===== src/hw/rtl/hbs_pkg.sv =====
package hbs_pkg;

	localparam int GRID_COLS_MAX = 256;
	localparam int GRID_ROWS_MAX = 256;

	localparam int POS_W = 24;
	localparam int EXT_W = 23;
	localparam int CPU_W = 24;
	localparam int SIZE_W = 9;
	localparam int CELL_W = 8;
	localparam int HGT_W = 8;
	localparam int FRAC_W = 8;
	localparam int RES_W = 16;
	localparam int CFG_IDX_W = 3;
	localparam int CFG_DATA_W = 24;

	localparam int PROD_W = EXT_W + CPU_W;
	localparam int SCALE_SH = 16;
	localparam int G_W = PROD_W - SCALE_SH;
	localparam int INT_W = G_W - FRAC_W;

	localparam int COL_W = (GRID_COLS_MAX > 1) ? $clog2(GRID_COLS_MAX) : 1;
	localparam int ROW_W = (GRID_ROWS_MAX > 1) ? $clog2(GRID_ROWS_MAX) : 1;
	localparam int COLS_CNT_W = $clog2(GRID_COLS_MAX + 1);
	localparam int ROWS_CNT_W = $clog2(GRID_ROWS_MAX + 1);

	localparam int NUM_BANKS = 4;
	localparam int BANK_COLS = (GRID_COLS_MAX + 1) / 2;
	localparam int BANK_ROWS = (GRID_ROWS_MAX + 1) / 2;
	localparam int BANK_DEPTH = BANK_COLS * BANK_ROWS;
	localparam int BCOL_W = (BANK_COLS > 1) ? $clog2(BANK_COLS) : 1;
	localparam int BROW_W = (BANK_ROWS > 1) ? $clog2(BANK_ROWS) : 1;
	localparam int BANK_AW = (BANK_DEPTH > 1) ? $clog2(BANK_DEPTH) : 1;

	typedef enum logic {
		KIND_WRITE  = 1'b0,
		KIND_SAMPLE = 1'b1
	} kind_t;

	typedef enum logic [CFG_IDX_W-1:0] {
		REG_ORIGIN_X    = 3'd0,
		REG_ORIGIN_Z    = 3'd1,
		REG_EXTENT_X    = 3'd2,
		REG_EXTENT_Z    = 3'd3,
		REG_CPU_X       = 3'd4,
		REG_CPU_Z       = 3'd5,
		REG_GRID_WIDTH  = 3'd6,
		REG_GRID_HEIGHT = 3'd7
	} cfg_idx_t;

	typedef struct packed {
		logic              kind;
		logic [CELL_W-1:0] cell_col;
		logic [CELL_W-1:0] cell_row;
		logic [HGT_W-1:0]  cell_height;
		logic [POS_W-1:0]  pos_x;
		logic [POS_W-1:0]  pos_z;
	} item_t;

	typedef struct packed {
		logic [POS_W-1:0]      origin_x;
		logic [POS_W-1:0]      origin_z;
		logic [EXT_W-1:0]      extent_x;
		logic [EXT_W-1:0]      extent_z;
		logic [CPU_W-1:0]      cpu_x;
		logic [CPU_W-1:0]      cpu_z;
		logic [COLS_CNT_W-1:0] cols;
		logic [ROWS_CNT_W-1:0] rows;
	} cfg_t;

	typedef struct packed {
		logic              vld;
		logic              in_rect;
		logic [FRAC_W-1:0] fx;
		logic [FRAC_W-1:0] fz;
		logic              x_odd;
		logic              z_odd;
		logic              next_x;
		logic              next_z;
	} look_t;

	typedef struct packed {
		logic [NUM_BANKS-1:0] we;
		logic [BANK_AW-1:0]   addr;
		logic [HGT_W-1:0]     data;
	} wr_t;

	typedef struct packed {
		logic [RES_W-1:0] height;
		logic             inside_res;
	} res_t;

	function automatic logic [COLS_CNT_W-1:0] clamp_cols(input logic [SIZE_W-1:0] v);
		logic [COLS_CNT_W-1:0] r;
		if (v == '0) begin
			r = COLS_CNT_W'(1);
		end else if (int'(v) > GRID_COLS_MAX) begin
			r = COLS_CNT_W'(GRID_COLS_MAX);
		end else begin
			r = COLS_CNT_W'(v);
		end
		return r;
	endfunction

	function automatic logic [ROWS_CNT_W-1:0] clamp_rows(input logic [SIZE_W-1:0] v);
		logic [ROWS_CNT_W-1:0] r;
		if (v == '0) begin
			r = ROWS_CNT_W'(1);
		end else if (int'(v) > GRID_ROWS_MAX) begin
			r = ROWS_CNT_W'(GRID_ROWS_MAX);
		end else begin
			r = ROWS_CNT_W'(v);
		end
		return r;
	endfunction

endpackage


===== src/hw/rtl/hbs_blend.sv =====
module hbs_blend (
	input  logic                                       clk,
	input  logic                                       arst_n,
	input  logic                                       adv,
	input  hbs_pkg::look_t                             look,
	input  logic [hbs_pkg::NUM_BANKS-1:0][hbs_pkg::HGT_W-1:0] rd_data,
	output logic                                       res_vld,
	output hbs_pkg::res_t                              res
);
	import hbs_pkg::*;

	look_t            look_s4;
	logic             vld_s5;
	logic             inside_s5;
	logic [FRAC_W-1:0] fz_s5;
	logic [RES_W-1:0] top_s5;
	logic [RES_W-1:0] bot_s5;

	logic [HGT_W-1:0]  ca;
	logic [HGT_W-1:0]  cb;
	logic [HGT_W-1:0]  cc;
	logic [HGT_W-1:0]  cd;
	logic [FRAC_W:0]   wx;
	logic [FRAC_W:0]   wz;
	logic [RES_W:0]    top;
	logic [RES_W:0]    bot;
	logic [RES_W+FRAC_W:0] mix;

	// The four corners sit in four different banks picked by cell parity.
	always_comb begin
		ca = rd_data[{look_s4.z_odd, look_s4.x_odd}];
		cb = look_s4.next_x ? rd_data[{look_s4.z_odd, !look_s4.x_odd}] : '0;
		cc = look_s4.next_z ? rd_data[{!look_s4.z_odd, look_s4.x_odd}] : '0;
		cd = (look_s4.next_x && look_s4.next_z)
			? rd_data[{!look_s4.z_odd, !look_s4.x_odd}] : '0;
		wx = (FRAC_W+1)'(1 << FRAC_W) - {1'b0, look_s4.fx};
		top = (RES_W+1)'(ca) * (RES_W+1)'(wx) + (RES_W+1)'(cb) * (RES_W+1)'(look_s4.fx);
		bot = (RES_W+1)'(cc) * (RES_W+1)'(wx) + (RES_W+1)'(cd) * (RES_W+1)'(look_s4.fx);
	end

	always_ff @(posedge clk or negedge arst_n) begin
		if (!arst_n) begin
			look_s4 <= '0;
			vld_s5  <= 1'b0;
		end else if (adv) begin
			look_s4 <= look;
			vld_s5  <= look_s4.vld;
		end
	end

	always_ff @(posedge clk) begin
		if (adv) begin
			inside_s5 <= look_s4.in_rect;
			fz_s5     <= look_s4.fz;
			top_s5    <= top[RES_W-1:0];
			bot_s5    <= bot[RES_W-1:0];
		end
	end

	always_comb begin
		wz = (FRAC_W+1)'(1 << FRAC_W) - {1'b0, fz_s5};
		mix = (RES_W+FRAC_W+1)'(top_s5) * (RES_W+FRAC_W+1)'(wz)
			+ (RES_W+FRAC_W+1)'(bot_s5) * (RES_W+FRAC_W+1)'(fz_s5);
		res_vld = vld_s5 && adv;
		res.inside_res = inside_s5;
		res.height = inside_s5 ? mix[RES_W+FRAC_W-1:FRAC_W] : '0;
	end
endmodule


===== config.mk =====
export PLATFORM = sky130hd
export DESIGN_NAME = hbs_blend
export DESIGN_NICKNAME = d
export VERILOG_FILES = /design/src/hw/rtl/hbs_pkg.sv /design/src/hw/rtl/hbs_blend.sv
export SDC_FILE = /design/constraint.sdc
export NUM_CORES = 1
export LEC_CHECK = 0
export BUFFER_PORTS_ARGS = -buffer_cell sky130_fd_sc_hd__buf_2
export CAP_MARGIN = 20
export CORE_UTILIZATION = 32
export CTS_CLUSTER_DIAMETER = 50
export DETAILED_ROUTE_END_ITERATION = 6
export RECOVER_POWER = 100
export SLEW_MARGIN = 25
export SYNTH_ARGS = -nofsm -noshare
export SYNTH_HDL_FRONTEND = slang
export SYNTH_SLANG_ARGS = --single-unit

===== constraint.sdc =====
create_clock -name clk -period 7.4 [get_ports clk]
set_clock_uncertainty 0.1 [all_clocks]
set_input_delay 0.37 -clock clk [delete_from_list [all_inputs] [get_ports clk]]
set_output_delay 0.37 -clock clk [all_outputs]
set_load 0.01 [all_outputs]

==> impl.org <==
** Timing
- At the pin with the least slew margin, the transition time is about 2.6 ns.
- Once routing completed, OpenROAD measured the worst setup slack at 0.267 ns.
- The total count of max-transition violations in the final report is 95.
- Post-layout minimum cycle time :: 7.13 ns
- Share of the clock period used by the worst path :: 0.964
- Setup violators final :: 0
- Final setup TNS :: 0 ns
- Worst relative slew slack :: -0.702
- Based on the critical path, the design can be clocked at up to 140 MHz.
- Final hold violations :: 0

** Logic synthesis
- Proportion of synthesized chip area in sequential cells :: 0.0864
- Top area cells in the synthesized netlist :: fa_1, ha_1, inv_1, and2_1, edfxtp_1
- Number of distinct library cells after synthesis :: 62
- Summing every instance area after synthesis gives 20900 um2.
- Yosys warns :: 0
- After technology mapping, the gate count stands at 2254.
- Flop and latch count out of synthesis :: 64
- Yosys mapped a number of flops with a built-in enable equal to 41.
- Syn Area/Cell :: slightly above 9 um2
- The share of synthesized area in the top cell type comes to 0.404.
- FFs w/ async S/R, synth :: 0.359
- fa_1 takes more of the synthesized area than any other cell.
- When the netlist entered floorplanning its net count stood at 2934.
- For this run, the leading register cell type out of synthesis is edfxtp_1.

** Setup path
- Traced cell by cell, the critical path runs through nor2_4 -> buf_4 -> nand3_4 -> nor3_4 -> buf_6 -> buf_4 -> nand2_1 -> fa_1 -> inv_1 -> fa_1 -> fa_1 -> fa_1 -> fa_1 -> inv_1 -> fa_1 -> inv_1 -> ha_2 -> and3_4 -> nand3_2 -> o31ai_4 -> a21oi_2 -> and4_1 -> o31a_1 -> buf_2.
- Broken down by cell family, the worst path's largest delay share belongs to adder cells.
- Total buffers and inverters traversed by the critical path :: 7
- Max Fanout on Critical Path :: 5
- Required time of the critical path :: just under 7 ns
- Startpoint kind of the worst setup timing path :: register
- The largest single stage delay on the critical path is 0.55 ns.
- The slowest stage of the critical path is the fa_1 cell.
- WP data arrival :: between 6 and 7 ns
- Critical Path Sink Type :: primary output
- By startpoint and endpoint, the worst setup path is classified as register to primary output.
- By instance count, the cell type seen most on the critical path is fa_1.

** Routing
- After detailed routing, the number of remaining DRC violations is 0.
- Pre-antenna DRT Iters :: 5
- The final route contains 15.0k vias.
- In this run the remaining antenna-violating nets after routing total 0.
- Wire length reported by the detailed router :: 51300 um
- Number of design-rule violations left by the first detailed-router iteration :: 737
- WL per Instance :: 16.1 um
- Dividing the detail-routed via count by the number of cells gives roughly 4.7.

** Global route
- Total global-route track usage :: 0.161
- Via count of the first global-routing pass :: 16.5k
- Global route overflow :: 0
- Antenna violations before repair :: 0
- Maximum number of pins on one net before global-route repair :: 45
- Wire length of the first global-routing pass :: 85400 um

** Layout
- The repair_antennas step left the layout with diodes totalling 0.
- Area of the multi-input gates :: 17000 um2
- After filler insertion, the fill cell instance count of the layout stands at 6556.
- From synthesis to final layout, the design area changed by 11.0%.
- In the final layout, the share of cells above drive strength 1 is 0.111.
- Flip-flop and latch area :: 1810 um2
- The finished cells cover 23200 um2.
- Final #Nets :: ~3k

** Placement
- Standard cell area after detailed placement :: 22400 um2
- Count of input and output buffers :: 74
- Detailed placement HPWL :: 43400 um
- At the end of routability-driven placement, the weighted congestion stood at 0.875.
- Post-placement worst setup slack :: -0.192 ns

** Die
- Die ar. :: 66400 um2
- For this configuration, the core starts out at a cell density of 0.324.
- Die width :: around 260 um
- Pin placement for this block handled 75 I/O pins.
- Height of the die :: ~260 um
- After floorplanning, the core was sized to cover 64500 um2.
- Std-Cell Rows :: 93

** Min path
- In this run the worst hold path is classified as primary input to register.

** Clock network
- TritonCTS built the clock tree.
- The clock tree synthesis step divided the H-tree into 3 levels.
- Clock network latency to the later pin of the worst-skew pair :: 0.35 ns
- Clock tree synthesis inserted a total of 9 buffers.
- Clock transition at the registers of the reported paths :: 0.06 ns
- Master cell of the clock root buffer :: clkbuf_16
- Clock tree synthesis found a total of 64 sinks.
- Number of buffers on the longest clock path :: 2

** Run status
- Failing checks :: max-capacitance violations, max-slew violations
- Outcome :: finished with violations

** Run
- Number of maximum-capacitance violations :: 3
final timing paths:
path                             start           to  slack [ns]  cells after the start
max                           fz_s5[3]      res[15]        0.27                     24
min                            look[2]   look_s4[2]        0.14                      3
max reg2reg                look_s4[12]   bot_s5[15]        0.30                     25
min reg2reg                 look_s4[4]     fz_s5[0]        0.35                      0
max in group asynchronous       arst_n   look_s4[6]        5.38                      2
min in group asynchronous       arst_n  look_s4[19]        0.86                      2
routing by layer:
layer	track usage	wire length [um]	vias to the layer above
met1	0.209	22500	7661
met2	0.280	25200	353
li1	-	-	6866
met4	0.0457	1450	0
met5	0	0	-
met3	0.0210	2110	78
logic make-up (layout without fill, tap and decap cells):
family	Yosys count	count (layout)	synth area share
AND/OR/NAND/NOR	684	684	0.168
buffers and inverters	657	727	0.120
adder cells (fa/ha/maj)	623	623	0.524
AO/OA/AOI/OAI	106	106	0.0338
XOR/XNOR	67	67	0.0284
flip-flops	64	64	0.0864
multiplexers	53	53	0.0394
per-stage QoR:
step                      instances   util  hold slack (ns)
after floorplan                2254      -          -0.0256
after global placement         3140  0.347            0.325
after detailed placement       3140  0.347            0.335
after CTS                      3160  0.354            0.121
after global routing           3179  0.360            0.137
final                          3179  0.360            0.140
tightest hold or removal path, stage by stage:
cell and delay [ns]:
buf_2 0.08, nand2_1 0.04, o21ai_0 0.06
cell type report:
cell class,count,share of cell area
clock buffers,11,0.0119
clock inverters,5,0.00151
inverters,560,0.0906
multi-input cells,1533,0.730
flip-flops and latches,64,0.0779
well taps,855,0.0461
repair buffers,151,0.0417
cell usage after synthesis, drive strengths merged, types with 5 or more instances:
master	count
inv	560
fa	422
nand2	272
and2	260
ha	201
clkbuf	74
and3	72
xnor2	48
edfxtp	41
a21oi	34
nor2	34
mux2	26
buf	23
dfrtp	23
o21ai	22
mux4	20
xor2	19
nor3	12
nand3	8
mux2i	7
o21a	7
a21o	6
nand2b	6
nor2b	6
a211oi	5
o21bai	5
flip-flops by register name (all words and copies together) (netlist names):
signal,cells
top_s5,16
inside_s5,1
look_s4,22
vld_s5,1
fz_s5,8
bot_s5,16
what timing repair did:
| action | CTS | global route |
|---|---|---|
| pin swaps | 3 | 36 |
| endpoints found under the setup margin | 12 | 13 |
| setup buffers | 3 | 19 |
| hold buffers | 1 | 0 |
| resized for setup | 20 | 58 |
| endpoints found under the hold margin | 23 | 0 |
placed cells by master (no fill, tap or decap), types with 19 or more instances in the layout:
cell	n
a21oi_1	31
and2_1	253
and3_1	71
buf_2	71
buf_4	65
dfrtp_1	23
edfxtp_1	41
fa_1	418
ha_1	190
inv_1	558
mux2_2	25
nand2_1	271
nor2_1	28
o21ai_0	19
xnor2_1	43
Power is left out: the tool's default activity adds up to more than one toggle a clock period on the data nets, which glitch-free logic cannot reach.
