## config.mk

```make
export PLATFORM = sky130hd
export DESIGN_NAME = hbs_coord
export DESIGN_NICKNAME = d
export VERILOG_FILES = /design/src/hw/rtl/hbs_pkg.sv /design/src/hw/rtl/hbs_coord.sv
export SDC_FILE = /design/constraint.sdc
export NUM_CORES = 2
export LEC_CHECK = 0
export ABC_AREA = 1
export BUFFER_PORTS_ARGS = -buffer_cell sky130_fd_sc_hd__buf_4
export CAP_MARGIN = 20
export CORE_MARGIN = 1.5
export CORE_UTILIZATION = 60
export DETAILED_ROUTE_END_ITERATION = 6
export HOLD_SLACK_MARGIN = 0.12
export PLACE_DENSITY = 0.78
export SKIP_CTS_REPAIR_TIMING = 1
export SKIP_LAST_GASP = 1
export SYNTH_ARGS = -nofsm -noshare
export SYNTH_HDL_FRONTEND = slang
export SYNTH_SLANG_ARGS = --single-unit
```

## constraint.sdc

```tcl
create_clock -name clk -period 7.02 [get_ports clk]
set_input_delay 1.404 -clock clk [delete_from_list [all_inputs] [get_ports clk]]
set_output_delay 1.404 -clock clk [all_outputs]
set_load 0.01 [all_outputs]
```

## src/hw/rtl/hbs_pkg.sv

```systemverilog
package hbs_pkg;

	localparam int GRID_COLS_MAX = 256;
	localparam int GRID_ROWS_MAX = 256;

	localparam int POS_W = 24;
	localparam int EXT_W = 23;
	localparam int CPU_W = 24;
	localparam int SIZE_W = 9;
	localparam int CELL_W = 8;
	localparam int HGT_W = 8;
	localparam int FRAC_W = 8;
	localparam int RES_W = 16;
	localparam int CFG_IDX_W = 3;
	localparam int CFG_DATA_W = 24;

	localparam int PROD_W = EXT_W + CPU_W;
	localparam int SCALE_SH = 16;
	localparam int G_W = PROD_W - SCALE_SH;
	localparam int INT_W = G_W - FRAC_W;

	localparam int COL_W = (GRID_COLS_MAX > 1) ? $clog2(GRID_COLS_MAX) : 1;
	localparam int ROW_W = (GRID_ROWS_MAX > 1) ? $clog2(GRID_ROWS_MAX) : 1;
	localparam int COLS_CNT_W = $clog2(GRID_COLS_MAX + 1);
	localparam int ROWS_CNT_W = $clog2(GRID_ROWS_MAX + 1);

	localparam int NUM_BANKS = 4;
	localparam int BANK_COLS = (GRID_COLS_MAX + 1) / 2;
	localparam int BANK_ROWS = (GRID_ROWS_MAX + 1) / 2;
	localparam int BANK_DEPTH = BANK_COLS * BANK_ROWS;
	localparam int BCOL_W = (BANK_COLS > 1) ? $clog2(BANK_COLS) : 1;
	localparam int BROW_W = (BANK_ROWS > 1) ? $clog2(BANK_ROWS) : 1;
	localparam int BANK_AW = (BANK_DEPTH > 1) ? $clog2(BANK_DEPTH) : 1;

	typedef enum logic {
		KIND_WRITE  = 1'b0,
		KIND_SAMPLE = 1'b1
	} kind_t;

	typedef enum logic [CFG_IDX_W-1:0] {
		REG_ORIGIN_X    = 3'd0,
		REG_ORIGIN_Z    = 3'd1,
		REG_EXTENT_X    = 3'd2,
		REG_EXTENT_Z    = 3'd3,
		REG_CPU_X       = 3'd4,
		REG_CPU_Z       = 3'd5,
		REG_GRID_WIDTH  = 3'd6,
		REG_GRID_HEIGHT = 3'd7
	} cfg_idx_t;

	typedef struct packed {
		logic              kind;
		logic [CELL_W-1:0] cell_col;
		logic [CELL_W-1:0] cell_row;
		logic [HGT_W-1:0]  cell_height;
		logic [POS_W-1:0]  pos_x;
		logic [POS_W-1:0]  pos_z;
	} item_t;

	typedef struct packed {
		logic [POS_W-1:0]      origin_x;
		logic [POS_W-1:0]      origin_z;
		logic [EXT_W-1:0]      extent_x;
		logic [EXT_W-1:0]      extent_z;
		logic [CPU_W-1:0]      cpu_x;
		logic [CPU_W-1:0]      cpu_z;
		logic [COLS_CNT_W-1:0] cols;
		logic [ROWS_CNT_W-1:0] rows;
	} cfg_t;

	typedef struct packed {
		logic              vld;
		logic              in_rect;
		logic [FRAC_W-1:0] fx;
		logic [FRAC_W-1:0] fz;
		logic              x_odd;
		logic              z_odd;
		logic              next_x;
		logic              next_z;
	} look_t;

	typedef struct packed {
		logic [NUM_BANKS-1:0] we;
		logic [BANK_AW-1:0]   addr;
		logic [HGT_W-1:0]     data;
	} wr_t;

	typedef struct packed {
		logic [RES_W-1:0] height;
		logic             inside_res;
	} res_t;

	function automatic logic [COLS_CNT_W-1:0] clamp_cols(input logic [SIZE_W-1:0] v);
		logic [COLS_CNT_W-1:0] r;
		if (v == '0) begin
			r = COLS_CNT_W'(1);
		end else if (int'(v) > GRID_COLS_MAX) begin
			r = COLS_CNT_W'(GRID_COLS_MAX);
		end else begin
			r = COLS_CNT_W'(v);
		end
		return r;
	endfunction

	function automatic logic [ROWS_CNT_W-1:0] clamp_rows(input logic [SIZE_W-1:0] v);
		logic [ROWS_CNT_W-1:0] r;
		if (v == '0) begin
			r = ROWS_CNT_W'(1);
		end else if (int'(v) > GRID_ROWS_MAX) begin
			r = ROWS_CNT_W'(GRID_ROWS_MAX);
		end else begin
			r = ROWS_CNT_W'(v);
		end
		return r;
	endfunction

endpackage

```

## src/hw/rtl/hbs_coord.sv

```systemverilog
module hbs_coord (
	input  logic                                          clk,
	input  logic                                          arst_n,
	input  logic                                          adv,
	input  logic                                          take,
	input  hbs_pkg::item_t                                item,
	input  hbs_pkg::cfg_t                                 cfg,
	output hbs_pkg::look_t                                look,
	output logic [hbs_pkg::NUM_BANKS-1:0][hbs_pkg::BANK_AW-1:0] rd_addr,
	output hbs_pkg::wr_t                                  wr
);
	import hbs_pkg::*;

	logic              vld_s1;
	item_t             item_s1;

	logic              vld_s2;
	logic              smp_s2;
	logic [CELL_W-1:0] col_s2;
	logic [CELL_W-1:0] row_s2;
	logic [HGT_W-1:0]  hgt_s2;
	logic              inside_s2;
	logic [EXT_W-1:0]  dx_s2;
	logic [EXT_W-1:0]  dz_s2;

	logic              vld_s3;
	logic              smp_s3;
	logic [CELL_W-1:0] col_s3;
	logic [CELL_W-1:0] row_s3;
	logic [HGT_W-1:0]  hgt_s3;
	logic              inside_s3;
	logic [G_W-1:0]    gx_s3;
	logic [G_W-1:0]    gz_s3;

	logic [POS_W:0]    dx;
	logic [POS_W:0]    dz;
	logic              in_x;
	logic              in_z;
	logic [PROD_W-1:0] prod_x;
	logic [PROD_W-1:0] prod_z;

	logic [INT_W-1:0]      ix_raw;
	logic [INT_W-1:0]      iz_raw;
	logic [COL_W-1:0]      ix;
	logic [ROW_W-1:0]      iz;
	logic [COLS_CNT_W-1:0] ix_nx;
	logic [ROWS_CNT_W-1:0] iz_nx;
	logic [BCOL_W-1:0]     col_even;
	logic [BCOL_W-1:0]     col_odd;
	logic [BROW_W-1:0]     row_even;
	logic [BROW_W-1:0]     row_odd;
	logic                  wr_ok;
	logic [1:0]            wr_bank;

	// Range test against the half-open rectangle on both axes.
	always_comb begin
		dx = {item_s1.pos_x[POS_W-1], item_s1.pos_x} - {cfg.origin_x[POS_W-1], cfg.origin_x};
		dz = {item_s1.pos_z[POS_W-1], item_s1.pos_z} - {cfg.origin_z[POS_W-1], cfg.origin_z};
		in_x = !dx[POS_W] && (dx[POS_W-1:0] < POS_W'(cfg.extent_x));
		in_z = !dz[POS_W] && (dz[POS_W-1:0] < POS_W'(cfg.extent_z));
	end

	assign prod_x = PROD_W'(dx_s2) * PROD_W'(cfg.cpu_x);
	assign prod_z = PROD_W'(dz_s2) * PROD_W'(cfg.cpu_z);

	always_ff @(posedge clk or negedge arst_n) begin
		if (!arst_n) begin
			vld_s1 <= 1'b0;
			vld_s2 <= 1'b0;
			vld_s3 <= 1'b0;
		end else if (adv) begin
			vld_s1 <= take;
			vld_s2 <= vld_s1;
			vld_s3 <= vld_s2;
		end
	end

	always_ff @(posedge clk) begin
		if (adv) begin
			item_s1   <= item;
			smp_s2    <= (item_s1.kind == KIND_SAMPLE);
			col_s2    <= item_s1.cell_col;
			row_s2    <= item_s1.cell_row;
			hgt_s2    <= item_s1.cell_height;
			inside_s2 <= in_x && in_z;
			dx_s2     <= dx[EXT_W-1:0];
			dz_s2     <= dz[EXT_W-1:0];
			smp_s3    <= smp_s2;
			col_s3    <= col_s2;
			row_s3    <= row_s2;
			hgt_s3    <= hgt_s2;
			inside_s3 <= inside_s2;
			gx_s3     <= prod_x[PROD_W-1:SCALE_SH];
			gz_s3     <= prod_z[PROD_W-1:SCALE_SH];
		end
	end

	// Clamp the integer cell to the used grid and find the bank addresses.
	always_comb begin
		ix_raw = gx_s3[G_W-1:FRAC_W];
		iz_raw = gz_s3[G_W-1:FRAC_W];
		if (ix_raw >= INT_W'(cfg.cols)) begin
			ix = COL_W'(cfg.cols - COLS_CNT_W'(1));
		end else begin
			ix = COL_W'(ix_raw);
		end
		if (iz_raw >= INT_W'(cfg.rows)) begin
			iz = ROW_W'(cfg.rows - ROWS_CNT_W'(1));
		end else begin
			iz = ROW_W'(iz_raw);
		end
		ix_nx = COLS_CNT_W'(ix) + COLS_CNT_W'(1);
		iz_nx = ROWS_CNT_W'(iz) + ROWS_CNT_W'(1);
		col_even = BCOL_W'(ix_nx >> 1);
		col_odd  = BCOL_W'(ix >> 1);
		row_even = BROW_W'(iz_nx >> 1);
		row_odd  = BROW_W'(iz >> 1);

		look.vld     = vld_s3 && smp_s3;
		look.in_rect = inside_s3;
		look.fx      = gx_s3[FRAC_W-1:0];
		look.fz      = gz_s3[FRAC_W-1:0];
		look.x_odd   = ix[0];
		look.z_odd   = iz[0];
		look.next_x  = ix_nx < cfg.cols;
		look.next_z  = iz_nx < cfg.rows;

		for (int b = 0; b < NUM_BANKS; b++) begin
			rd_addr[b] = BANK_AW'(int'(b[1] ? row_odd : row_even) * BANK_COLS
				+ int'(b[0] ? col_odd : col_even));
		end

		wr_ok = (int'(col_s3) < GRID_COLS_MAX) && (int'(row_s3) < GRID_ROWS_MAX);
		wr_bank = {row_s3[0], col_s3[0]};
		wr.addr = BANK_AW'(int'(row_s3[CELL_W-1:1]) * BANK_COLS + int'(col_s3[CELL_W-1:1]));
		wr.data = hgt_s3;
		for (int b = 0; b < NUM_BANKS; b++) begin
			wr.we[b] = adv && vld_s3 && !smp_s3 && wr_ok && (wr_bank == 2'(b));
		end
	end
endmodule

```

==> metrics.cfg <==
[global_routing]
grt_pass1_vias=43490
overflow=0
grt_max_degree=96
grt.total_usage_pct=31.48
antenna_found_initial=1
grt_pass1_wl_mm=215.9

[worst_setup_path]
critPathTopFamily=adder cells
cp_max_fo=11
crit_slowest_cell=fa_1
max_stage_delay_ns=0.56
critical_path_class=in -> reg
cp.arrival_ns=7.32
r2r_cells=23
crit_cells=26
crit_required_ns=7.42
path_buf_inv=9
start_kind=primary input
endpoint_kind=flip-flop

[routing]
vias=41470
wl_per_cell_um=16.95
first_iter_violations=3247
ant_nets=0
vias_per_cell=5.324
route.detailed.drc=0
wl_mm=132.0
drt_pass1_iterations=6

[hold_path]
worstHoldPathCells=0
hold_path_class=reg -> reg

[die]
die_h_um=293.3
fp.coreArea_mm2=0.08356
dieArea_mm2=0.08600
num_rows=106
die_w_um=293.3
io_pins=341
initial_utilization_pct=60.50

[clock_tree]
cts_tree=built
clk_latency_ns=0.62
clk_path_buf_depth=3
path_clk_slew_ns=0.07
cts_buffers=28
numClockSinks=236
cts.htree.levels=1
cts_root_buf=clkbuf_16

[sta]
final.min_clock_period_ns=6.924
setup_viol=0
hold_slack_ns=0.4139
post-route-period-util_pct=98.63
fmax_ghz=0.1444
slew_headroom_pct=25.27
rsz0062_at_grt=yes
hold_viol=0
final-max-slew-violation-count=0
skew_ns=0.02167
tightest_slew_ns=1.121
fin_ws_ns=0.09608

[flow_run]
drv_cap=0

[placement]
io_buffers=340
dpl.hpwl_mm=113.0
place_area_mm2=0.05604
placedCellCount=7734
dp_slack_ns=-0.5768
gp_congestion=0.9553

[synth]
synth-simple-area-share_pct=15.50
synth-compound-area-share_pct=4.574
yosysSeqAreaShare_pct=13.99
synth_mux_area_share_pct=0
synth_edf_count=233
synth_cells=6224
synth_top_family_by_area=adder cells
synth-xor-area-share_pct=2.062
ys.flop_type=edfxtp_1
ys_types=50
synth_fa_ha_area_share_pct=47.99
syn-num-nets=7849
synthArstFlopShare_pct=1.271
avgSynthCellArea_um2=8.122
syn-cell-area_mm2=0.05055
yosys_warnings=0
ys_ff_latch=236

[status]
status=completed

[final_layout]
final_layout_size_suffix_gt1_share_pct=11.72
final_cell_area_mm2=0.05714
areaGrowthSynthToFinish_pct=13.04
final_cells=7788
nets=8310

==> cell type report <==
class,instances,area [um^2]
Multi-Input combinational cell,3913,35580
Fill cell,6652,26420
Sequential cell,236,7072
Inverter,1824,6847
Timing Repair Buffer,682,5343
Tap cell,1080,1351
Clock buffer,34,743.2
Clock inverter,17,193.9
Antenna cell,2,5.005
==> path summary, 6_finish.rpt <==
kind,start,end,slack [ns]
min in group asynchronous,arst_n,vld_s3,0.58
min reg2reg,item_s1[60],row_s2[4],0.41
min,item_s1[60],row_s2[4],0.41
max in group asynchronous,arst_n,vld_s2,6.35
max reg2reg,dx_s2[12],gx_s3[23],0.21
max,cfg[49],gx_s3[23],0.1
==> synthesized netlist by cell type (4+ instances only) <==
cell type | count | area share, %
edfxtp_1 | 233 | 14
nor2_1 | 224 | 1.7
inv_2 | 4 | 0.030
a21boi_0 | 6 | 0.089
inv_1 | 1820 | 14
a21oi_1 | 193 | 1.9
nand2_2 | 7 | 0.087
clkbuf_1 | 187 | 1.4
a21o_1 | 20 | 0.30
a31oi_1 | 25 | 0.31
fa_1 | 918 | 36
nor3_1 | 40 | 0.40
nand4_1 | 33 | 0.41
a211oi_1 | 7 | 0.10
xor2_1 | 83 | 1.4
nand3_1 | 92 | 0.91
xnor2_1 | 36 | 0.62
o21bai_1 | 15 | 0.22
a31o_2 | 5 | 0.087
ha_1 | 470 | 12
o21a_1 | 10 | 0.15
nand2_1 | 1576 | 12
buf_4 | 59 | 0.88
o21ai_1 | 9 | 0.089
nor4_1 | 6 | 0.074
o21ai_0 | 106 | 1.0
==> sequential cells by signal, summed over array words and instances (netlist names), 8 cells and up <==
name / count
col_s2: 8
col_s3: 8
gz_s3: 31
hgt_s2: 8
gx_s3: 31
hgt_s3: 8
dz_s2: 23
item_s1: 73
dx_s2: 23
row_s2: 8
row_s3: 8
==> kinds of logic (layout without fill, tap and decap cells) <==
logic type	after synthesis	after routing
buffers and inverters	2075	2557
AND/OR/NAND/NOR	1994	1994
adder cells (fa/ha/maj)	1388	1388
AO/OA/AOI/OAI	412	412
flip-flops	236	236
XOR/XNOR	119	119
other	0	2
==> layout by cell type, fill, tap and decap left out, types with 5 or more instances in the layout <==
cell and count:
inv_1 1820, a21oi_2 15, nand3_1 92, o21bai_1 15, a31o_2 5, nand4_1 33, a21oi_1 179, buf_12 16
o21a_1 10, fa_1 918, nor2_1 220, o21ai_1 15, nor2_2 7, o21ai_0 100, edfxtp_1 233, a31oi_1 23
xor2_1 83, buf_4 661, a21boi_0 6, ha_1 465, a211oi_1 6, clkbuf_16 28, nand2_2 7, nand2_1 1576
ha_2 5, nor3_1 37, xnor2_1 36, a21o_1 20
==> through the flow <==
stage / utilization, % / setup TNS (ns)
detailed placement: 67.07 / -17.75
floorplan: - / 0
global placement: 67.07 / -14.71
CTS: 68.19 / 0
finish: 68.38 / 0
global route: 68.38 / -0.1051
==> layer usage <==
layer  up-vias  track usage [%]  wire length, um
li1      19030                -                -
met4         0            9.203             4158
met1     20060            42.81            52820
met5         -                0                0
met2      2063            51.30            61250
met3       312            6.392            13790
Power is not shown: default switching activity piles up to over one toggle a cycle in this logic, so the estimate is an artifact.
