File: config.mk
export PLATFORM = sky130hd
export DESIGN_NAME = hbs_skid_flat
export DESIGN_NICKNAME = d
export VERILOG_FILES = /design/src/hw/rtl/hbs_pkg.sv /design/src/hw/rtl/hbs_rsp_if.sv /design/src/hw/rtl/hbs_skid.sv /design/src/flat_wrapper.sv
export SDC_FILE = /design/constraint.sdc
export NUM_CORES = 1
export LEC_CHECK = 0
export BUFFER_PORTS_ARGS = -buffer_cell sky130_fd_sc_hd__buf_4
export CORE_MARGIN = 3
export CORE_UTILIZATION = 45
export DETAILED_ROUTE_END_ITERATION = 16
export GPL_ROUTABILITY_DRIVEN = 0
export GPL_TIMING_DRIVEN = 0
export MAX_ROUTING_LAYER = met4
export PLACE_DENSITY = 0.74
export SYNTH_ARGS = -nofsm -noshare
export SYNTH_HDL_FRONTEND = slang
export SYNTH_SLANG_ARGS = --single-unit
File: constraint.sdc
create_clock -name clk -period 1.45 [get_ports clk]
set_input_delay 0.0725 -clock clk [delete_from_list [all_inputs] [get_ports clk]]
set_output_delay 0.0725 -clock clk [all_outputs]
set_load 0.1 [all_outputs]
File: src/hw/rtl/hbs_pkg.sv
package hbs_pkg;

	localparam int GRID_COLS_MAX = 256;
	localparam int GRID_ROWS_MAX = 256;

	localparam int POS_W = 24;
	localparam int EXT_W = 23;
	localparam int CPU_W = 24;
	localparam int SIZE_W = 9;
	localparam int CELL_W = 8;
	localparam int HGT_W = 8;
	localparam int FRAC_W = 8;
	localparam int RES_W = 16;
	localparam int CFG_IDX_W = 3;
	localparam int CFG_DATA_W = 24;

	localparam int PROD_W = EXT_W + CPU_W;
	localparam int SCALE_SH = 16;
	localparam int G_W = PROD_W - SCALE_SH;
	localparam int INT_W = G_W - FRAC_W;

	localparam int COL_W = (GRID_COLS_MAX > 1) ? $clog2(GRID_COLS_MAX) : 1;
	localparam int ROW_W = (GRID_ROWS_MAX > 1) ? $clog2(GRID_ROWS_MAX) : 1;
	localparam int COLS_CNT_W = $clog2(GRID_COLS_MAX + 1);
	localparam int ROWS_CNT_W = $clog2(GRID_ROWS_MAX + 1);

	localparam int NUM_BANKS = 4;
	localparam int BANK_COLS = (GRID_COLS_MAX + 1) / 2;
	localparam int BANK_ROWS = (GRID_ROWS_MAX + 1) / 2;
	localparam int BANK_DEPTH = BANK_COLS * BANK_ROWS;
	localparam int BCOL_W = (BANK_COLS > 1) ? $clog2(BANK_COLS) : 1;
	localparam int BROW_W = (BANK_ROWS > 1) ? $clog2(BANK_ROWS) : 1;
	localparam int BANK_AW = (BANK_DEPTH > 1) ? $clog2(BANK_DEPTH) : 1;

	typedef enum logic {
		KIND_WRITE  = 1'b0,
		KIND_SAMPLE = 1'b1
	} kind_t;

	typedef enum logic [CFG_IDX_W-1:0] {
		REG_ORIGIN_X    = 3'd0,
		REG_ORIGIN_Z    = 3'd1,
		REG_EXTENT_X    = 3'd2,
		REG_EXTENT_Z    = 3'd3,
		REG_CPU_X       = 3'd4,
		REG_CPU_Z       = 3'd5,
		REG_GRID_WIDTH  = 3'd6,
		REG_GRID_HEIGHT = 3'd7
	} cfg_idx_t;

	typedef struct packed {
		logic              kind;
		logic [CELL_W-1:0] cell_col;
		logic [CELL_W-1:0] cell_row;
		logic [HGT_W-1:0]  cell_height;
		logic [POS_W-1:0]  pos_x;
		logic [POS_W-1:0]  pos_z;
	} item_t;

	typedef struct packed {
		logic [POS_W-1:0]      origin_x;
		logic [POS_W-1:0]      origin_z;
		logic [EXT_W-1:0]      extent_x;
		logic [EXT_W-1:0]      extent_z;
		logic [CPU_W-1:0]      cpu_x;
		logic [CPU_W-1:0]      cpu_z;
		logic [COLS_CNT_W-1:0] cols;
		logic [ROWS_CNT_W-1:0] rows;
	} cfg_t;

	typedef struct packed {
		logic              vld;
		logic              in_rect;
		logic [FRAC_W-1:0] fx;
		logic [FRAC_W-1:0] fz;
		logic              x_odd;
		logic              z_odd;
		logic              next_x;
		logic              next_z;
	} look_t;

	typedef struct packed {
		logic [NUM_BANKS-1:0] we;
		logic [BANK_AW-1:0]   addr;
		logic [HGT_W-1:0]     data;
	} wr_t;

	typedef struct packed {
		logic [RES_W-1:0] height;
		logic             inside_res;
	} res_t;

	function automatic logic [COLS_CNT_W-1:0] clamp_cols(input logic [SIZE_W-1:0] v);
		logic [COLS_CNT_W-1:0] r;
		if (v == '0) begin
			r = COLS_CNT_W'(1);
		end else if (int'(v) > GRID_COLS_MAX) begin
			r = COLS_CNT_W'(GRID_COLS_MAX);
		end else begin
			r = COLS_CNT_W'(v);
		end
		return r;
	endfunction

	function automatic logic [ROWS_CNT_W-1:0] clamp_rows(input logic [SIZE_W-1:0] v);
		logic [ROWS_CNT_W-1:0] r;
		if (v == '0) begin
			r = ROWS_CNT_W'(1);
		end else if (int'(v) > GRID_ROWS_MAX) begin
			r = ROWS_CNT_W'(GRID_ROWS_MAX);
		end else begin
			r = ROWS_CNT_W'(v);
		end
		return r;
	endfunction

endpackage

File: src/hw/rtl/hbs_rsp_if.sv
interface hbs_rsp_if;
	import hbs_pkg::*;

	logic             valid;
	logic             ready;
	logic [RES_W-1:0] height;
	logic             inside_res;

	modport source (output valid, height, inside_res, input ready);
	modport sink (input valid, height, inside_res, output ready);
	modport mon (input valid, ready, height, inside_res);
endinterface

File: src/hw/rtl/hbs_skid.sv
module hbs_skid (
	input  logic          clk,
	input  logic          arst_n,
	input  logic          push,
	input  hbs_pkg::res_t push_data,
	output logic          adv,
	hbs_rsp_if.source     rsp
);
	import hbs_pkg::*;

	logic out_vld_q;
	res_t out_q;
	logic skid_vld_q;
	res_t skid_q;
	logic pop;

	assign pop = out_vld_q && rsp.ready;
	assign adv = !skid_vld_q;

	always_ff @(posedge clk or negedge arst_n) begin
		if (!arst_n) begin
			out_vld_q  <= 1'b0;
			skid_vld_q <= 1'b0;
		end else if (skid_vld_q) begin
			if (pop) begin
				skid_vld_q <= 1'b0;
			end
		end else if (push) begin
			if (!out_vld_q || pop) begin
				out_vld_q <= 1'b1;
			end else begin
				skid_vld_q <= 1'b1;
			end
		end else if (pop) begin
			out_vld_q <= 1'b0;
		end
	end

	always_ff @(posedge clk) begin
		if (skid_vld_q) begin
			if (pop) begin
				out_q <= skid_q;
			end
		end else if (push) begin
			if (!out_vld_q || pop) begin
				out_q <= push_data;
			end else begin
				skid_q <= push_data;
			end
		end
	end

	assign rsp.valid      = out_vld_q;
	assign rsp.height     = out_q.height;
	assign rsp.inside_res = out_q.inside_res;
endmodule

File: src/flat_wrapper.sv
// flat-port wrapper written by rule: the top's interface ports become plain ports
module hbs_skid_flat import hbs_pkg::*;
  (clk, arst_n, push, push_data, adv, rsp_valid, rsp_height, rsp_inside_res, rsp_ready);
  hbs_rsp_if rsp_i ();
  input  logic clk;
  input  logic arst_n;
  input  logic push;
  input  hbs_pkg::res_t push_data;
  output logic adv;
  output wire logic [$bits(rsp_i.valid)-1:0] rsp_valid;
  output wire logic [$bits(rsp_i.height)-1:0] rsp_height;
  output wire logic [$bits(rsp_i.inside_res)-1:0] rsp_inside_res;
  input wire logic [$bits(rsp_i.ready)-1:0] rsp_ready;
  assign rsp_valid = rsp_i.valid;
  assign rsp_height = rsp_i.height;
  assign rsp_inside_res = rsp_i.inside_res;
  assign rsp_i.ready = rsp_ready;
  hbs_skid u_core (.clk(clk), .arst_n(arst_n), .push(push), .push_data(push_data), .adv(adv), .rsp(rsp_i));
endmodule
==> results of run 1 <==
## stage by stage
step | cells | setup slack (ps)
after CTS | 163 | 18.7
after floorplan | 64 | 51.3
after global placement | 134 | -2.50
after global routing | 164 | 70.1
final | 164 | 93.5
after detailed placement | 134 | -4.84
## sequential cells by signal (all words and copies together), names as in the netlist
signal,flops
u_core.skid_vld_q,1
u_core.rsp.inside_res,1
u_core.rsp.height,16
u_core.rsp.valid,1
u_core.skid_q,17
## cells in the mapped netlist
cell	n	area, um^2
nand2b_1	1	6.26
edfxtp_1	34	1020
o22a_1	1	8.76
inv_2	1	3.75
a21oi_1	1	5.00
and2_1	1	6.26
buf_6	2	22.5
dfrtp_1	2	50.1
a22o_1	1	8.76
and4bb_2	1	12.5
nor2_1	2	7.51
mux2_2	17	191
## final timing paths
check	slack (ps)	end	cells after the start
setup / recovery	90	u_core.skid_q[5]	3
hold / removal	40	u_core.rsp.valid	2
setup reg to reg	90	u_core.skid_q[5]	3
hold reg to reg	550	u_core.rsp.height[15]	1
max in group asynchronous	1310	u_core.rsp.valid	2
min in group clk	60	u_core.skid_vld_q	3
## cell families after synthesis
logic type / Yosys count
buffers and inverters: 3
multiplexers: 17
flip-flops: 36
AO/OA/AOI/OAI: 3
AND/OR/NAND/NOR: 5
## worst max-delay path, stage by stage (launching register included)
cell      delay [ps]
dfrtp_2          420
buf_6            140
and4bb_4         360
buf_4            150
## repair_timing
action / in CTS / in global routing
hold buffers: 19 / 0
endpoints found under the hold margin: 20 / 0
pin swaps: 1 / 0
endpoints found under the setup margin: 17 / 18
setup buffers: 2 / 1
gates resized for setup: 0 / 1
cloned: 0 / 0
## per-layer routing
| metal | vias up | global-route usage | share of wire |
|---|---|---|---|
| met4 | 0 | 0.0557 | 0.012 |
| met5 | - | - | 0 |
| met2 | 33 | 0.229 | 0.49 |
| met1 | 368 | 0.143 | 0.42 |
| li1 | 386 | - | - |
| met3 | 5 | 0.0766 | 0.086 |
## final cells by class
cell class	count	area, um^2
Sequential cell	36	1080
Fill cell	199	836
Timing Repair Buffer	61	518
Multi-Input combinational cell	25	259
Tap cell	31	38.8
Clock buffer	5	37.5
Buffer	2	22.5
Clock inverter	3	13.8
Inverter	1	3.75
==> metrics, run 1 <==
share of layout cells above drive strength 1 0.549; Setup Viol. Count Final 0; Critical Path Sink Type register; Detailed Route WL 2340 um; gr usage total 0.142; clk_lat worst skew around 330 ps; Area Growth Syn to Fin 46.6%; Placement Cell Area 1690 um^2; clock root buffer clkbuf_4; Hold Crit Class in2async; H-tree Lvls 2; setup tns final 0 ps; total number of vias 792; die area between 3000 and 4000 um^2; DR pass1 iterations 4; synth unique cells 12; simple-gate area share of the yosys netlist 0.0242; crit path from u_core.skid_vld_q; Num CTS Buffers 5; ANT cells 0; synthesized area per cell 21.0 um^2; initial antenna violation count 0; CTS clk-pin slew, worst paths 110 ps; outcome finished, final reports clean; syn_nets 85; Core Util, Final 0.702; vias in the first global route 760; GRT Residual Overflow 0; Via density 4.83; synthesized cell area roughly 1300 um^2; flops & latches, synth 36; commonest non-fill, non-tap cell in the layout buf_4; Max Slew Vio Count 0; num ports 40; CTS tree built; CORE AREA 2810 um^2; worst-margin pin slew 283 ps; commonest cells after routing, fill and taps aside buf_4 (41), edfxtp_1 (34), dlygate4sd3_1 (19); initial core utilization 0.479; ANT nets after route 0; crit path kind reg2reg; Sink Count 36; initial DRC count 18; floorplan row count 19; register area share after synthesis 0.797; mux share of post-synthesis cell area 0.142; Die Y 60.6 um; crit start category register; global-route wire length before repair approximately 3400 um; fin nets roughly 150; post-detailed-route DRC marker count 0; RSZ-0062 raised after global routing no; CTS max path bufs 2; hold_ws 38.8 ps; Hold Fails Final Rpt 0; max cap viols 0; xor and xnor area share after synthesis 0; final instance area 1970 um^2; Worst Path Arrival ~1400 ps; port bufs 39; max_slew headroom 0.813; DR WL/cell 14.3 um; Adder-Cell Fraction of Synth Area 0; Critical Path RT about 1500 ps; HPWL after DPL 1490 um; Final Cycle Share 0.936; Critical Path Fanout Max 10; Die X 60.6 um; Final min period 1360 ps; combinational family with the most area after synthesis multiplexers; fmax 737 MHz; RR Startpoint u_core.skid_vld_q; pin count of the biggest net entering global routing 18; post-synthesis compound-gate area fraction 0.0168; Syn. warnings 0; Mapped Cells 64; clk_skew 10.7 ps
Power of run 1 is not shown: default switching activity piles up to over one toggle a cycle in this logic, so the estimate is an artifact.
==> inputs of run 2 (changes only) <==
- CORE_UTILIZATION: 45 -> 53
- PLACE_DENSITY: 0.74 -> 0.82
- clock period: 1.45 -> 1.7 ns (I/O delays scaled with it)
==> run 2 against run 1 <==
Effect of this change:
- non-clock buffer count down 3
- die area down 14%
- design area down 2.9%
- global-route usage up 6.1 points
- routed wire length up 17%
- fmax down 16%
- clock skew down 0.99 ps
- count of clock-buffer cells in the layout up 2
- hold slack better by 16 ps
- critical path depth down 1
- first-iteration DRC count unchanged
==> metrics, run 2 (same netlist as run 1, synthesis figures left out) <==
HPWL after DPL 1570 um; crit path kind reg2reg; Die X ~56 um; initial core utilization 0.585; CTS tree built; CTS max path bufs 2; Largest register FFs 17; share of layout cells above drive strength 1 0.515; total number of vias 807; CTS clk-pin slew, worst paths 90 ps; Critical Path Sink Type register; clk_lat worst skew about 340 ps; outcome finished, final reports clean; GRT Residual Overflow 0; worst-margin pin slew 457 ps; ANT cells 0; DR pass1 iterations 4; Detailed Route WL 2740 um; Final min period 1610 ps; initial DRC count 18; Hold Crit Class in2async; floorplan row count 17; Fill cells 122; num ports 40; H-tree Lvls 2; gr usage total 0.203; largest reg by FF count u_core.skid_q; Area Growth Syn to Fin 42.4%; Sink Count 36; max cap viols 0; vias in the first global route 840; crit path cell chain buf_6 -> and4bb_2; Post-CTS Setup Bufs 0; clock root buffer clkbuf_4; Hold Fails Final Rpt 0; setup tns final 0 ps; Worst path max stage delay roughly 600 ps; Setup Viol. Count Final 0; Worst Path Buf+Inv 1; Via density 5.11; fin nets 150; Num CTS Buffers 5; Critical Path Fanout Max 17; Max Slew Vio Count 0; die area ~3200 um^2; commonest non-fill, non-tap cell in the layout buf_4; global-route wire length before repair between 4000 and 5000 um; post-detailed-route DRC marker count 0; ANT nets after route 0; register area 1070 um^2; fmax 621 MHz; pin count of the biggest net entering global routing 18; clk_skew 9.70 ps; initial antenna violation count 0; slowest CP cell and4bb_2; CORE AREA 2300 um^2; Worst Path Arrival approximately 1600 ps; max_slew headroom 0.695; crit start category register; CP delay by family, top simple AND/OR/NAND/NOR gates; commonest cells after routing, fill and taps aside buf_4 (39), edfxtp_1 (34), dlygate4sd3_1 (19); Final Cycle Share 0.947; cts repair resizes 0; Die Y approximately 56 um; RSZ-0062 raised after global routing no; DR WL/cell roughly 17 um; Critical Path RT 1680 ps; port bufs 39; multi-input combinational cell area around 250 um^2
-- run 2: final timing paths --
kind                            cells after the start         startpoint  slack (ps)              endpoint
worst max-delay path                                2  u_core.skid_vld_q          90      u_core.skid_q[3]
worst min-delay path                                2             arst_n          60      u_core.rsp.valid
worst max register to register                      2  u_core.skid_vld_q          90      u_core.skid_q[3]
worst min register to register                      1   u_core.skid_q[6]         560  u_core.rsp.height[5]
max in group asynchronous                           2             arst_n        1540      u_core.rsp.valid
min in group clk                                    3          rsp_ready          60     u_core.skid_vld_q
-- run 2: what timing repair did --
item / 4_1_cts / 5_1_grt
hold buffers: 19 / 0
setup endpoints to repair: 0 / 0
hold endpoints to repair: 20 / 0
-- run 2: routing by layer --
layer	global-route usage	share of wire
met5	-	0
met4	0.122	0.022
met3	0.0483	0.053
met2	0.319	0.50
met1	0.236	0.43
-- run 2: area by class of cell --
class	instances	share of cell area
tap	28	0.0183
clock buffer	7	0.0235
buffer	2	0.0118
inverter	1	0.00196
multi-input combinational	25	0.129
sequential	36	0.560
timing repair buffer	58	0.252
clock inverter	1	0.00196
-- run 2: per-stage QoR --
step / hold WS [ps] / instances / instance area [um^2] / utilization / setup WS [ps]
3_5_place_dp: -130 / 131 / 1670 / 0.729 / 113
4_1_cts: 38.5 / 158 / 1910 / 0.833 / 85.6
2_1_floorplan: -211 / 64 / 1350 / - / 132
5_1_grt: 53.7 / 158 / 1910 / 0.833 / 14.4
6_report: 55.0 / 158 / 1910 / 0.833 / 89.6
3_3_place_gp: -132 / 131 / 1670 / 0.729 / 109
-- run 2: worst register-to-register path, cell delays in order (launching register included) --
cell and delay [ps]:
dfrtp_1 480, buf_6 190, and4bb_2 600
Power of run 2 is left out for the same reason.
==> inputs of run 3 (changes only) <==
- RECOVER_POWER: default -> 25
==> run 3 against run 2 <==
Effect of this change:
- design area shrank 1.6%
- sequential share of layout area grew 0.93 points
- critical path type unchanged
- routed wire length shrank 0.40%
- global-route usage is the same
- non-clock buffer count is the same
- utilization shrank 1.4 points
==> metrics, run 3 (same netlist as run 1, synthesis figures left out) <==
port bufs 39; pin count of the biggest net entering global routing 18; initial antenna violation count 0; global-route wire length before repair between 4000 and 5000 um; Post-CTS Setup Bufs 0; Critical Path RT 1680 ps; register area approximately 1100 um^2; gr usage total 0.203; Critical Path Sink Type register; hold buffer count at cts 19; num ports 40; multi-input combinational cell area 248 um^2; total number of vias 811; H-tree Lvls 2; commonest non-fill, non-tap cell in the layout edfxtp_1; crit start category register; Critical Path Fanout Max 17; RSZ-0062 raised after global routing no; CORE AREA 2300 um^2; Fill cells ~130; Hold Fails Final Rpt 0; crit path kind reg2reg; CTS max path bufs 2; largest reg by FF count u_core.skid_q; Num CTS Buffers 5; Non-Filler Instances around 160; Cells after DPL 131; max cap viols 0; worst-margin pin slew 553 ps; initial core utilization 0.585; post-detailed-route DRC marker count 0; die area 3180 um^2; ANT nets after route 0; Worst Path Arrival between 1500 and 2000 ps; Die X 56.4 um; fin nets 150; Max Slew Vio Count 0; Detailed Route WL 2730 um; CTS clk-pin slew, worst paths 100 ps; initial DRC count 19; Sink Count 36; DR WL/cell around 17 um; clk_lat worst skew 330 ps; DR pass1 iterations 4; Final min period around 1600 ps; cts repair resizes 0; Final Cycle Share 0.946; vias in the first global route 840; fmax between 600 and 700 MHz; Setup Viol. Count Final 0; Area Growth Syn to Fin 40.0%; GRT Residual Overflow 0; setup tns final 0 ps; ANT cells 0; share of layout cells above drive strength 1 0.462; clock root buffer clkbuf_4; Largest register FFs 17; commonest cells after routing, fill and taps aside edfxtp_1 (34), dlygate4sd3_1 (19), buf_4 (19); Via density 5.13; Die Y 56.4 um; clk_skew 7.04 ps; outcome finished, final reports clean; CTS tree built; floorplan row count 17; max_slew headroom 0.633; HPWL after DPL 1570 um; Hold Crit Class in2async
run 3: cell types whose count changed in the layout (fill, tap and decap cells not counted), sizes merged:
| cell | before | now |
|---|---|---|
| clkbuf | 7 | 27 |
| buf | 41 | 21 |
run 3: worst max-delay path: stages (launching register included):
cell,delay [ps]
dfrtp_1,480
buf_6,190
and4bb_2,600
run 3: per-layer routing:
layer  GRT usage  vias up  wire length, um
li1            -      382                -
met1       0.236      389             1170
met2       0.319       36             1380
met3      0.0483        4              125
met4       0.122        0               57
met5           -        -                0
run 3: layout make-up:
cell class | count | area share
sequential | 36 | 0.570
timing repair buffer | 58 | 0.240
multi-input combinational | 25 | 0.132
clock buffer | 7 | 0.0239
tap | 28 | 0.0186
buffer | 2 | 0.0120
clock inverter | 1 | 0.00199
inverter | 1 | 0.00199
run 3: path summary, 6_finish.rpt:
kind                                   startpoint                    to  slack, ps  cells past startpoint
worst min register to register   u_core.skid_q[6]  u_core.rsp.height[5]        560                      1
worst max-delay path            u_core.skid_vld_q      u_core.skid_q[9]         90                      2
min in group clk                        rsp_ready     u_core.skid_vld_q         60                      3
worst max register to register  u_core.skid_vld_q      u_core.skid_q[9]         90                      2
max in group asynchronous                  arst_n      u_core.rsp.valid       1500                      2
worst min-delay path                       arst_n      u_core.rsp.valid         60                      2
run 3: through the flow:
stage                     cell area [um^2]  setup slack [ps]   util  hold slack, ps
final                                 1880              91.3  0.819            58.9
after global routing                  1880              14.4  0.819            53.7
after CTS                             1910              85.6  0.833            38.5
after detailed placement              1670               113  0.729            -130
after global placement                1670               109  0.729            -132
after floorplan                       1350               132      -            -211
Power of run 3 is left out for the same reason.
